[config.mk]
export PLATFORM = sky130hd
export DESIGN_NAME = morse_code_decoder
export DESIGN_NICKNAME = d
export VERILOG_FILES = /design/src/rtl/mcd_pkg.sv /design/src/rtl/mcd_front.sv /design/src/rtl/mcd_queue.sv /design/src/rtl/mcd_back.sv /design/src/rtl/morse_code_decoder.sv
export SDC_FILE = /design/constraint.sdc
export NUM_CORES = 1
export LEC_CHECK = 0
export ABC_AREA = 1
export BUFFER_PORTS_ARGS = -buffer_cell sky130_fd_sc_hd__clkbuf_2
export CAP_MARGIN = 0
export CORE_MARGIN = 3
export CORE_UTILIZATION = 45
export CTS_CLUSTER_SIZE = 16
export DETAILED_ROUTE_END_ITERATION = 6
export GPL_ROUTABILITY_DRIVEN = 0
export PLACE_DENSITY_LB_ADDON = 0.05
export SLEW_MARGIN = 30
export SYNTH_ARGS = -nofsm -noshare
export SYNTH_HDL_FRONTEND = slang
export SYNTH_SLANG_ARGS = --single-unit
[constraint.sdc]
create_clock -name i_clk -period 3.3 [get_ports i_clk]
set_input_delay 0.66 -clock i_clk [delete_from_list [all_inputs] [get_ports i_clk]]
set_output_delay 0.66 -clock i_clk [all_outputs]
set_load 0.03 [all_outputs]
[src/rtl/mcd_pkg.sv]
// ----------------------------------------------------------------------------
// mcd_pkg
// Shared types, constants and the symbol group lookup for the Morse decoder.
// ----------------------------------------------------------------------------
package mcd_pkg;

    localparam logic [7:0] MCD_DASH        = 8'd45;
    localparam logic [7:0] MCD_DOT         = 8'd46;
    localparam int         MCD_SYM_W       = 7;
    localparam int         MCD_CNT_W       = 3;
    localparam logic [2:0] MCD_MAX_SYMBOLS = 3'd7;
    localparam int         MCD_CHAR_W      = 7;
    localparam int         MCD_QUEUE_DEPTH = 2;

    // Closed group: symbol count and symbols, newest in bit 0, dash = 1.
    typedef struct packed {
        logic [MCD_CNT_W-1:0] count;
        logic [MCD_SYM_W-1:0] bits;
    } t_group;

    localparam int MCD_GROUP_W = $bits(t_group);

    typedef struct packed {
        logic                  hit;
        logic [MCD_CHAR_W-1:0] character;
    } t_decode;

    function automatic t_decode mcd_hit(input logic [7:0] c);
        t_decode d;
        d.hit       = 1'b1;
        d.character = c[MCD_CHAR_W-1:0];
        return d;
    endfunction

    function automatic t_decode mcd_decode(input t_group g);
        t_decode d;
        d = '0;
        unique case ({g.count, g.bits})
            {3'd1, 7'd0}:  d = mcd_hit("e");
            {3'd1, 7'd1}:  d = mcd_hit("t");
            {3'd2, 7'd0}:  d = mcd_hit("i");
            {3'd2, 7'd1}:  d = mcd_hit("a");
            {3'd2, 7'd2}:  d = mcd_hit("n");
            {3'd2, 7'd3}:  d = mcd_hit("m");
            {3'd3, 7'd0}:  d = mcd_hit("s");
            {3'd3, 7'd1}:  d = mcd_hit("u");
            {3'd3, 7'd2}:  d = mcd_hit("r");
            {3'd3, 7'd3}:  d = mcd_hit("w");
            {3'd3, 7'd4}:  d = mcd_hit("d");
            {3'd3, 7'd5}:  d = mcd_hit("k");
            {3'd3, 7'd6}:  d = mcd_hit("g");
            {3'd3, 7'd7}:  d = mcd_hit("o");
            {3'd4, 7'd0}:  d = mcd_hit("h");
            {3'd4, 7'd1}:  d = mcd_hit("v");
            {3'd4, 7'd2}:  d = mcd_hit("f");
            {3'd4, 7'd4}:  d = mcd_hit("l");
            {3'd4, 7'd6}:  d = mcd_hit("p");
            {3'd4, 7'd7}:  d = mcd_hit("j");
            {3'd4, 7'd8}:  d = mcd_hit("b");
            {3'd4, 7'd9}:  d = mcd_hit("x");
            {3'd4, 7'd10}: d = mcd_hit("c");
            {3'd4, 7'd11}: d = mcd_hit("y");
            {3'd4, 7'd12}: d = mcd_hit("z");
            {3'd4, 7'd13}: d = mcd_hit("q");
            {3'd5, 7'd0}:  d = mcd_hit("5");
            {3'd5, 7'd1}:  d = mcd_hit("4");
            {3'd5, 7'd3}:  d = mcd_hit("3");
            {3'd5, 7'd7}:  d = mcd_hit("2");
            {3'd5, 7'd8}:  d = mcd_hit("&");
            {3'd5, 7'd10}: d = mcd_hit("+");
            {3'd5, 7'd15}: d = mcd_hit("1");
            {3'd5, 7'd16}: d = mcd_hit("6");
            {3'd5, 7'd17}: d = mcd_hit("=");
            {3'd5, 7'd18}: d = mcd_hit("/");
            {3'd5, 7'd22}: d = mcd_hit("(");
            {3'd5, 7'd24}: d = mcd_hit("7");
            {3'd5, 7'd28}: d = mcd_hit("8");
            {3'd5, 7'd30}: d = mcd_hit("9");
            {3'd5, 7'd31}: d = mcd_hit("0");
            {3'd6, 7'd12}: d = mcd_hit("?");
            {3'd6, 7'd13}: d = mcd_hit("_");
            {3'd6, 7'd18}: d = mcd_hit("\"");
            {3'd6, 7'd21}: d = mcd_hit(".");
            {3'd6, 7'd26}: d = mcd_hit("@");
            {3'd6, 7'd30}: d = mcd_hit("'");
            {3'd6, 7'd33}: d = mcd_hit("-");
            {3'd6, 7'd42}: d = mcd_hit(";");
            {3'd6, 7'd43}: d = mcd_hit("!");
            {3'd6, 7'd45}: d = mcd_hit(")");
            {3'd6, 7'd51}: d = mcd_hit(",");
            {3'd6, 7'd56}: d = mcd_hit(":");
            {3'd7, 7'd9}:  d = mcd_hit("$");
            default:       d = '0;
        endcase
        return d;
    endfunction

endpackage

[src/rtl/mcd_front.sv]
// ----------------------------------------------------------------------------
// mcd_front
// Collects dash and dot bytes into a symbol group and emits closed groups.
// ----------------------------------------------------------------------------
module mcd_front (
    input  logic            i_clk,
    input  logic            i_rst_n,
    input  logic            i_acc,
    input  logic [7:0]      i_in_byte,
    input  logic            i_end_of_line,
    output logic            o_grp_push,
    output mcd_pkg::t_group o_grp
);
    import mcd_pkg::*;

    logic [MCD_SYM_W-1:0] r_bits, n_bits;
    logic [MCD_CNT_W-1:0] r_count, n_count;
    logic                 w_is_dash;
    logic                 w_is_sym;
    logic [MCD_SYM_W-1:0] w_shift_bits;
    logic [MCD_CNT_W-1:0] w_shift_cnt;

    assign w_is_dash    = (i_in_byte == MCD_DASH);
    assign w_is_sym     = w_is_dash || (i_in_byte == MCD_DOT);
    assign w_shift_bits = {r_bits[MCD_SYM_W-2:0], w_is_dash};
    assign w_shift_cnt  = r_count + MCD_CNT_W'(1);

    always_comb begin
        o_grp_push = 1'b0;
        o_grp      = '{count: r_count, bits: r_bits};
        n_bits     = r_bits;
        n_count    = r_count;
        if (i_acc) begin
            if (w_is_sym) begin
                if (w_shift_cnt == MCD_MAX_SYMBOLS) begin
                    // full group closes at once; a flag on this byte finds it empty
                    o_grp_push = 1'b1;
                    o_grp      = '{count: w_shift_cnt, bits: w_shift_bits};
                    n_bits     = '0;
                    n_count    = '0;
                end else if (i_end_of_line) begin
                    o_grp_push = 1'b1;
                    o_grp      = '{count: w_shift_cnt, bits: w_shift_bits};
                    n_bits     = '0;
                    n_count    = '0;
                end else begin
                    n_bits  = w_shift_bits;
                    n_count = w_shift_cnt;
                end
            end else if (r_count != '0) begin
                o_grp_push = 1'b1;
                n_bits     = '0;
                n_count    = '0;
            end
        end
    end

    always_ff @(posedge i_clk) begin
        if (!i_rst_n) begin
            r_bits  <= '0;
            r_count <= '0;
        end else begin
            r_bits  <= n_bits;
            r_count <= n_count;
        end
    end

endmodule

[src/rtl/mcd_queue.sv]
// ----------------------------------------------------------------------------
// mcd_queue
// Short register queue carrying closed groups from front to back.
// ----------------------------------------------------------------------------
module mcd_queue #(
    parameter int DATA_W = mcd_pkg::MCD_GROUP_W,
    parameter int DEPTH  = mcd_pkg::MCD_QUEUE_DEPTH
) (
    input  logic              i_clk,
    input  logic              i_rst_n,
    input  logic              i_wr,
    input  logic [DATA_W-1:0] i_wdata,
    input  logic              i_rd,
    output logic [DATA_W-1:0] o_rdata,
    output logic              o_full,
    output logic              o_empty
);
    import mcd_pkg::*;

    localparam int PTR_W = $clog2(DEPTH);
    localparam int CNT_W = $clog2(DEPTH + 1);

    logic [DATA_W-1:0] r_mem [DEPTH];
    logic [PTR_W-1:0]  r_wr_ptr, r_rd_ptr;
    logic [CNT_W-1:0]  r_cnt;
    logic              w_wr, w_rd;

    assign o_full  = (r_cnt == CNT_W'(DEPTH));
    assign o_empty = (r_cnt == '0);
    assign o_rdata = r_mem[r_rd_ptr];
    assign w_wr    = i_wr && !o_full;
    assign w_rd    = i_rd && !o_empty;

    function automatic logic [PTR_W-1:0] next_ptr(input logic [PTR_W-1:0] p);
        return (p == PTR_W'(DEPTH - 1)) ? '0 : p + PTR_W'(1);
    endfunction

    always_ff @(posedge i_clk) begin
        if (w_wr) begin
            r_mem[r_wr_ptr] <= i_wdata;
        end
    end

    always_ff @(posedge i_clk) begin
        if (!i_rst_n) begin
            r_wr_ptr <= '0;
            r_rd_ptr <= '0;
            r_cnt    <= '0;
        end else begin
            if (w_wr) begin
                r_wr_ptr <= next_ptr(r_wr_ptr);
            end
            if (w_rd) begin
                r_rd_ptr <= next_ptr(r_rd_ptr);
            end
            if (w_wr && !w_rd) begin
                r_cnt <= r_cnt + CNT_W'(1);
            end else if (w_rd && !w_wr) begin
                r_cnt <= r_cnt - CNT_W'(1);
            end
        end
    end

endmodule

[src/rtl/mcd_back.sv]
// ----------------------------------------------------------------------------
// mcd_back
// Looks up closed groups and holds the decoded character for the consumer.
// ----------------------------------------------------------------------------
module mcd_back (
    input  logic                            i_clk,
    input  logic                            i_rst_n,
    input  logic                            i_grp_valid,
    input  mcd_pkg::t_group                 i_grp,
    output logic                            o_grp_take,
    input  logic                            i_pop,
    output logic                            o_empty,
    output logic [mcd_pkg::MCD_CHAR_W-1:0]  o_character
);
    import mcd_pkg::*;

    logic                  r_valid, n_valid;
    logic [MCD_CHAR_W-1:0] r_char;
    t_decode               w_dec;

    assign w_dec       = mcd_decode(i_grp);
    // take a group whenever the output slot is free or being drained
    assign o_grp_take  = i_grp_valid && (!r_valid || i_pop);
    assign o_empty     = !r_valid;
    assign o_character = r_char;

    always_comb begin
        n_valid = r_valid;
        if (o_grp_take) begin
            n_valid = w_dec.hit;     // drop unknown groups
        end else if (i_pop) begin
            n_valid = 1'b0;
        end
    end

    always_ff @(posedge i_clk) begin
        if (o_grp_take && w_dec.hit) begin
            r_char <= w_dec.character;
        end
    end

    always_ff @(posedge i_clk) begin
        if (!i_rst_n) begin
            r_valid <= 1'b0;
        end else begin
            r_valid <= n_valid;
        end
    end

endmodule

[src/rtl/morse_code_decoder.sv]
// ----------------------------------------------------------------------------
// morse_code_decoder
// Morse decoder: byte collector, group queue and table lookup stage.
// ----------------------------------------------------------------------------
// Throughput: one byte per cycle; the collector takes a byte every cycle
//   while the group queue has room.
// Path: the group of a closing byte is written into the queue, then looked up
//   into the output register once the output slot is free or being popped.
// Reset: synchronous, active low; clears the open group, the queue and the
//   output slot. No clearing pass.
module morse_code_decoder #(
    parameter int QUEUE_DEPTH = mcd_pkg::MCD_QUEUE_DEPTH
) (
    input  logic                           i_clk,
    input  logic                           i_rst_n,
    input  logic                           i_push,
    output logic                           o_full,
    input  logic [7:0]                     i_in_byte,
    input  logic                           i_end_of_line,
    input  logic                           i_pop,
    output logic                           o_empty,
    output logic [mcd_pkg::MCD_CHAR_W-1:0] o_character
);
    import mcd_pkg::*;

    logic                   w_in_acc;
    logic                   w_grp_push;
    t_group                 w_grp;
    logic [MCD_GROUP_W-1:0] w_q_rdata;
    t_group                 w_q_head;
    logic                   w_q_empty;
    logic                   w_grp_take;

    assign w_in_acc = i_push && !o_full;
    assign w_q_head = t_group'(w_q_rdata);

    mcd_front u_front (
        .i_clk         (i_clk),
        .i_rst_n       (i_rst_n),
        .i_acc         (w_in_acc),
        .i_in_byte     (i_in_byte),
        .i_end_of_line (i_end_of_line),
        .o_grp_push    (w_grp_push),
        .o_grp         (w_grp)
    );

    mcd_queue #(
        .DATA_W (MCD_GROUP_W),
        .DEPTH  (QUEUE_DEPTH)
    ) u_queue (
        .i_clk   (i_clk),
        .i_rst_n (i_rst_n),
        .i_wr    (w_grp_push),
        .i_wdata (w_grp),
        .i_rd    (w_grp_take),
        .o_rdata (w_q_rdata),
        .o_full  (o_full),
        .o_empty (w_q_empty)
    );

    mcd_back u_back (
        .i_clk       (i_clk),
        .i_rst_n     (i_rst_n),
        .i_grp_valid (!w_q_empty),
        .i_grp       (w_q_head),
        .o_grp_take  (w_grp_take),
        .i_pop       (i_pop),
        .o_empty     (o_empty),
        .o_character (o_character)
    );

    a_grp_only_on_request : assert property (@(posedge i_clk) disable iff (!i_rst_n)
        w_grp_push |-> w_in_acc)
        else $error("group closed without an accepted request");

    a_grp_not_empty : assert property (@(posedge i_clk) disable iff (!i_rst_n)
        w_grp_push |-> (w_grp.count != '0))
        else $error("empty group pushed to queue");

    a_out_from_queue : assert property (@(posedge i_clk) disable iff (!i_rst_n)
        (o_empty && w_q_empty) |=> o_empty)
        else $error("result appeared without a queued group");

    a_reset_empty : assert property (@(posedge i_clk)
        !i_rst_n |=> (o_empty && !o_full))
        else $error("queues not cleared by reset");

endmodule
======== After elaboration in Yosys (flattened, before gate mapping) ========
Memories as Yosys holds them, arrays and structs flattened. A register that Yosys moved wholly into a read port is not among the register bits.
Cells that the tools add are included.
Widths: inputs -> output; s select.
operators by class
  reductions and logical operators ........ 20
  add/subtract/negate cells ............... 5
  muxes and demuxes ....................... 28
  eq/ne operators ......................... 58
operators by type and width
  operator              number
  $pmux 8 s54           1
  $eq 10x10->1 const B  40
  $eq 10x9->1 const B   12
  $mux 10               4
  $mux 7                4
  $eq 10x8->1 const B   2
  $eq 8x6->1 const B    2
  $mux 1                13
  $mux 3                4
  $logic_and 1x1->1     7
  $reduce_bool 2->1     3
  $logic_not 1->1       5
  $mux 2                2
  $add 3x1->3 const B   1
  $eq 3x3->1 const B    1
  $reduce_bool 3->1     1
  $add 1x1->1 const B   2
  $add 2x1->2 const B   1
  $eq 2x2->1 const B    1
  $logic_not 2->1       1
  $logic_or 1x1->1      2
  $reduce_and 2->1      1
  $sub 2x1->2 const B   1
word-level totals
  register bits ........................... 22
  RAM bits ................................ 20
  memories kept ........................... 1
  logic and storage cells ................. 119
memory list
  name           depth  bits a word  rd ports  clocked after Yosys merged registers in  wr ports  RTL line         source
  u_queue.r_mem  2      10           1         1                                        1         mcd_queue.sv:23  logic [DATA_W-1:0] r_mem [DEPTH];

======== Longest topological paths before layout ========
  depth after elaboration ................. 10
  gate-level depth with buffers ........... 16
  depth with buffers taken out ............ 15

======== Cells and area by module ========
Synthesis repeated with hierarchy kept, for this count alone.
second synthesis, totals
  cells, all modules ...................... 444
  area, all modules ....................... 3121.7 um^2
modules (own cells, without submodules)
  module              instances  area each (um^2)  cells an instance
  mcd_back            1          1244.9            236
  mcd_queue           1          973.4             69
  mcd_front           1          889.6             136
  morse_code_decoder  1          13.8              3

======== Worst setup path after synthesis ========
Ideal clock, no wire load.
  path type ............................... input to register
  start point ............................. in i_in_byte[7]
  end point ............................... mem u_queue.r_mem[1][0] (netlist name), enable pin
  path buffers ............................ 0
  data required time ...................... 2922 ps
  arrival time ............................ 2034 ps
  cell stages on the path ................. 9
  slack ................................... 889 ps
  cells stage by stage .................... nor2_1 nand3b_1 nor4_2 nor2_1 nand3_1 nand2_1 nor2_1 inv_1 nor2_1
on the way
  longest elaborated chain between the ends .. 7
  elaborated cells between the ends (all ways) .. 8
  those cells by class .................... eq/ne: 2; mux: 4; reduce/logical: 2
RTL lines
  what                            RTL line                          source
  start: declaration              morse_code_decoder.sv:18          input logic [7:0] i_in_byte,
  $eq 8x6->1 (on tied branches)   mcd_front.sv:23, mcd_front.sv:24
  $logic_or 1x1->1 *              mcd_front.sv:24                   assign w_is_sym = w_is_dash || (i_in_byte == MCD_DOT);
  $mux 1 *                        mcd_front.sv:34                   if (w_is_sym) begin
  $mux 1 *                        mcd_front.sv:33                   if (i_acc) begin
  $logic_and 1x1->1 *             mcd_queue.sv:31                   assign w_wr = i_wr && !o_full;
  net u_queue.w_wr                mcd_queue.sv:26                   logic w_wr, w_rd;
  $mux 1 *                        mcd_queue.sv:39                   if (w_wr) begin
  $mux 1 (implied by the code) *  mcd_queue.sv:40                   r_mem[r_wr_ptr] <= i_wdata;
  end: declaration                mcd_queue.sv:23
Mark *: on every way through the listed nets, which the timed path passes. The rest lies on a longest branch.

==> results.cfg <==
[pwr]
total_power_mw = 1.995
power.density_mw_per_mm2 = 536.9
ir_drop_worst_vdd_v = 0.0004418
leakage_nw = 1.719

[clocking]
post_cts_resized = 0
clk_pin_slew_ps = 80
htree_num_levels = 2
cts_hold_buf = 0
clk_path_buf_depth = 2
numCtsBuffers = 5
cts_tree = done
clockRootBuffer = sky130_fd_sc_hd__clkbuf_8
post_cts.repair.setup_buffers = 0
worstSkewPairLatency_ps = 290
clock_sink_count = 43

[global_route]
grtUsageTotal = 0.2069
gr-total-overflow = 0
first_global_vias = 2994
antenna_found_initial = 0
global_route_wire_length_before_repair_mm = 14.26
grt_start_max_net_pins = 20

[floorplanning]
die_y_um = 93.43
core_mm2 = 0.007331
initial_core_util = 0.4692
fp-row-count = 31
dieArea_mm2 = 0.008728
num_io_pins = 22
chipWidth_um = 93.43

[hold_path]
whs_path_depth = 1
worst_hold_path_type = flop to flop

[sta]
hold_viol = 0
finalCritPeriodShare = 0.7791
whs_ps = 460.1
finClkSkew_ps = 12.24
drv_slew = 0
maxSlewHeadroom = 0.5939
grt_setup_unrepaired = false
achievable-frequency_ghz = 0.3890
final.setup.tns_ps = 0
setup_violations = 0
max_slew.worst_pin.slew_ps = 604.5
finalCriticalPeriod_ps = 2571

[setup_path]
crit_path_max_fanout = 19
critical_path_required_ps = 3280
cpMaxStageDelayCell = sky130_fd_sc_hd__dfxtp_1
critPathMaxStageDelay_ps = 320
worst-path-stages = 13
worst-r2r-cell-count = 13
critPathArrivalTime_ps = 2550
cp_cell_sequence = inv_2 -> nand2_1 -> nand2_1 -> nand2_2 -> nor2_2 -> nand3_1 -> nand2_1 -> nor2_1 -> nand2_1 -> nor2_1 -> nand3_2 -> nand2_2 -> inv_1
cp-start-kind = flop
critPathBufInv = 2
timing.critical_path.mode_cell = sky130_fd_sc_hd__nand2_1
critPathCaptureType = flop
start_to_end_type_of_the_worst_setup_path = flop to flop
critical_path_s_top_delay_family = simple AND/OR/NAND/NOR gates

[route]
detailedRoute.firstIterationViolations = 261
post-route-drc-count = 0
route.vias.total = 3130
totalWireLength_mm = 8.396
antenna_left = 0
detail_route.vias_per_cell = 5.360
routed_wire_length_per_instance_um = 14.38
number_of_detailed_routing_iterations_run_before_antenna_repair = 5

[yosys]
yosysSeqAreaShare = 0.3288
synth_area_leaders = sky130_fd_sc_hd__edfxtp_1 24%, sky130_fd_sc_hd__nand2_1 11%, sky130_fd_sc_hd__dfxtp_1 9.3%, sky130_fd_sc_hd__nor2_1 5.9%, sky130_fd_sc_hd__nand2_2 5.6%
yosys.area.top_type_share = 0.2357
post_synth_inst_count = 459
synthesis.nets = 477
synth_top_area_cell = sky130_fd_sc_hd__edfxtp_1
yosysWarnings = 0
netlist_area_mm2 = 0.003440
count_of_different_cell_masters_after_synthesis = 41
synth_seq_cells = 43
syn_area_per_cell_um2 = 7.494

[run_status]
outcome = complete, no violations

[final_layout]
nNetsFinal = 502
final_core_utilization = 0.5069
antenna-diode-count = 0
drive_above_1_share = 0.2412
areaGrowthSynthToFinish_pct = 8.039
final_cell_area_mm2 = 0.003716

[placement]
post_dp_cell_area_mm2 = 0.003630
port_buffers = 21
post-dp-hpwl_mm = 6.773

[run]
max-cap-violations = 0
layout by cell type, fill, tap and decap left out, drive strengths merged, types with 2 or more instances in the layout:
cell,n
clkbuf,26
nor2,74
o311ai,2
dfxtp,16
o21ai,20
o2111a,2
nand3,38
inv,56
clkinv,2
a21oi,24
nor4,3
o2111ai,2
nor3,7
nand2,154
nand4,6
ha,5
buf,3
nor3b,2
a211oi,7
edfxtp,27
nand3b,2
worst paths after layout:
| kind | start | endpoint | slack [ps] |
|---|---|---|---|
| hold reg to reg | u_queue.r_rd_ptr | u_queue.r_rd_ptr | 460 |
| hold / removal | u_queue.r_rd_ptr | u_queue.r_rd_ptr | 460 |
| setup reg to reg | flop | u_back.o_character[4] | 730 |
| setup / recovery | flop | u_back.o_character[4] | 730 |
through the flow:
step | worst slack [ps] | std cells
finish | 729.1 | 584
global route | 512.3 | 584
CTS | 795.1 | 584
detailed placement | 503.5 | 576
global placement | 590.4 | 576
floorplan | 888.5 | 459
logic make-up after synthesis:
| family | after synthesis | share of synthesized area |
|---|---|---|
| buffers and inverters | 61 | 0.07930 |
| adder cells (fa/ha/maj) | 5 | 0.01819 |
| AND/OR/NAND/NOR | 286 | 0.4565 |
| XOR/XNOR | 2 | 0.005094 |
| AO/OA/AOI/OAI | 62 | 0.1120 |
| flip-flops | 43 | 0.3288 |
cell usage after synthesis, drive strengths merged:
library cell / count
a31oi: 1
edfxtp: 27
nand3: 38
o22ai: 1
nor4: 3
a21oi: 24
nor2: 74
nor3b: 2
inv: 55
o2111ai: 2
nand2: 154
o31ai: 1
buf: 4
a211oi: 7
clkbuf: 2
o311ai: 2
dfxtp: 16
o21ai: 20
nand4: 6
nand3b: 2
xnor2: 1
a21boi: 1
xor2: 1
nor3: 7
o2111a: 2
ha: 5
a221oi: 1
power breakdown:
part / leakage, nW / switching [mW] / internal [mW]
clock: 0.0460 / 0.170 / 0.148
combinational: 1.30 / 0.778 / 0.266
sequential: 0.376 / 0.0216 / 0.613
total: 1.72 / 0.969 / 1.03
flip-flops by register name, indices dropped and copies added, names as in the netlist, named ones only:
| name | flops |
|---|---|
| u_back.o_character | 7 |
| u_back.r_valid | 1 |
| u_front.r_bits | 7 |
| u_front.r_count | 3 |
| u_queue.r_cnt | 2 |
| u_queue.r_mem | 20 |
| u_queue.r_rd_ptr | 1 |
| u_queue.r_wr_ptr | 1 |
metal layers:
metal  part of all wire  vias to the layer above  GRT usage  routed length (um)
met4              0.025                        0    0.07082                 212
met5                  0                        -          0                   0
met2               0.43                      149     0.3157                3603
li1                   -                     1566          -                   -
met3              0.096                       26    0.05471                 810
met1               0.45                     1389     0.2826                3769
final cells by class:
cell class              count  area, um^2
clock buffers               5       68.82
clock inverters             3       17.52
fillers                   734        3615
inverters                  55       211.5
multi-input cells         355        2036
flip-flops and latches     43        1131
well taps                  99       123.9
repair buffers             24       127.6
Power figures use the tool's default switching activity.
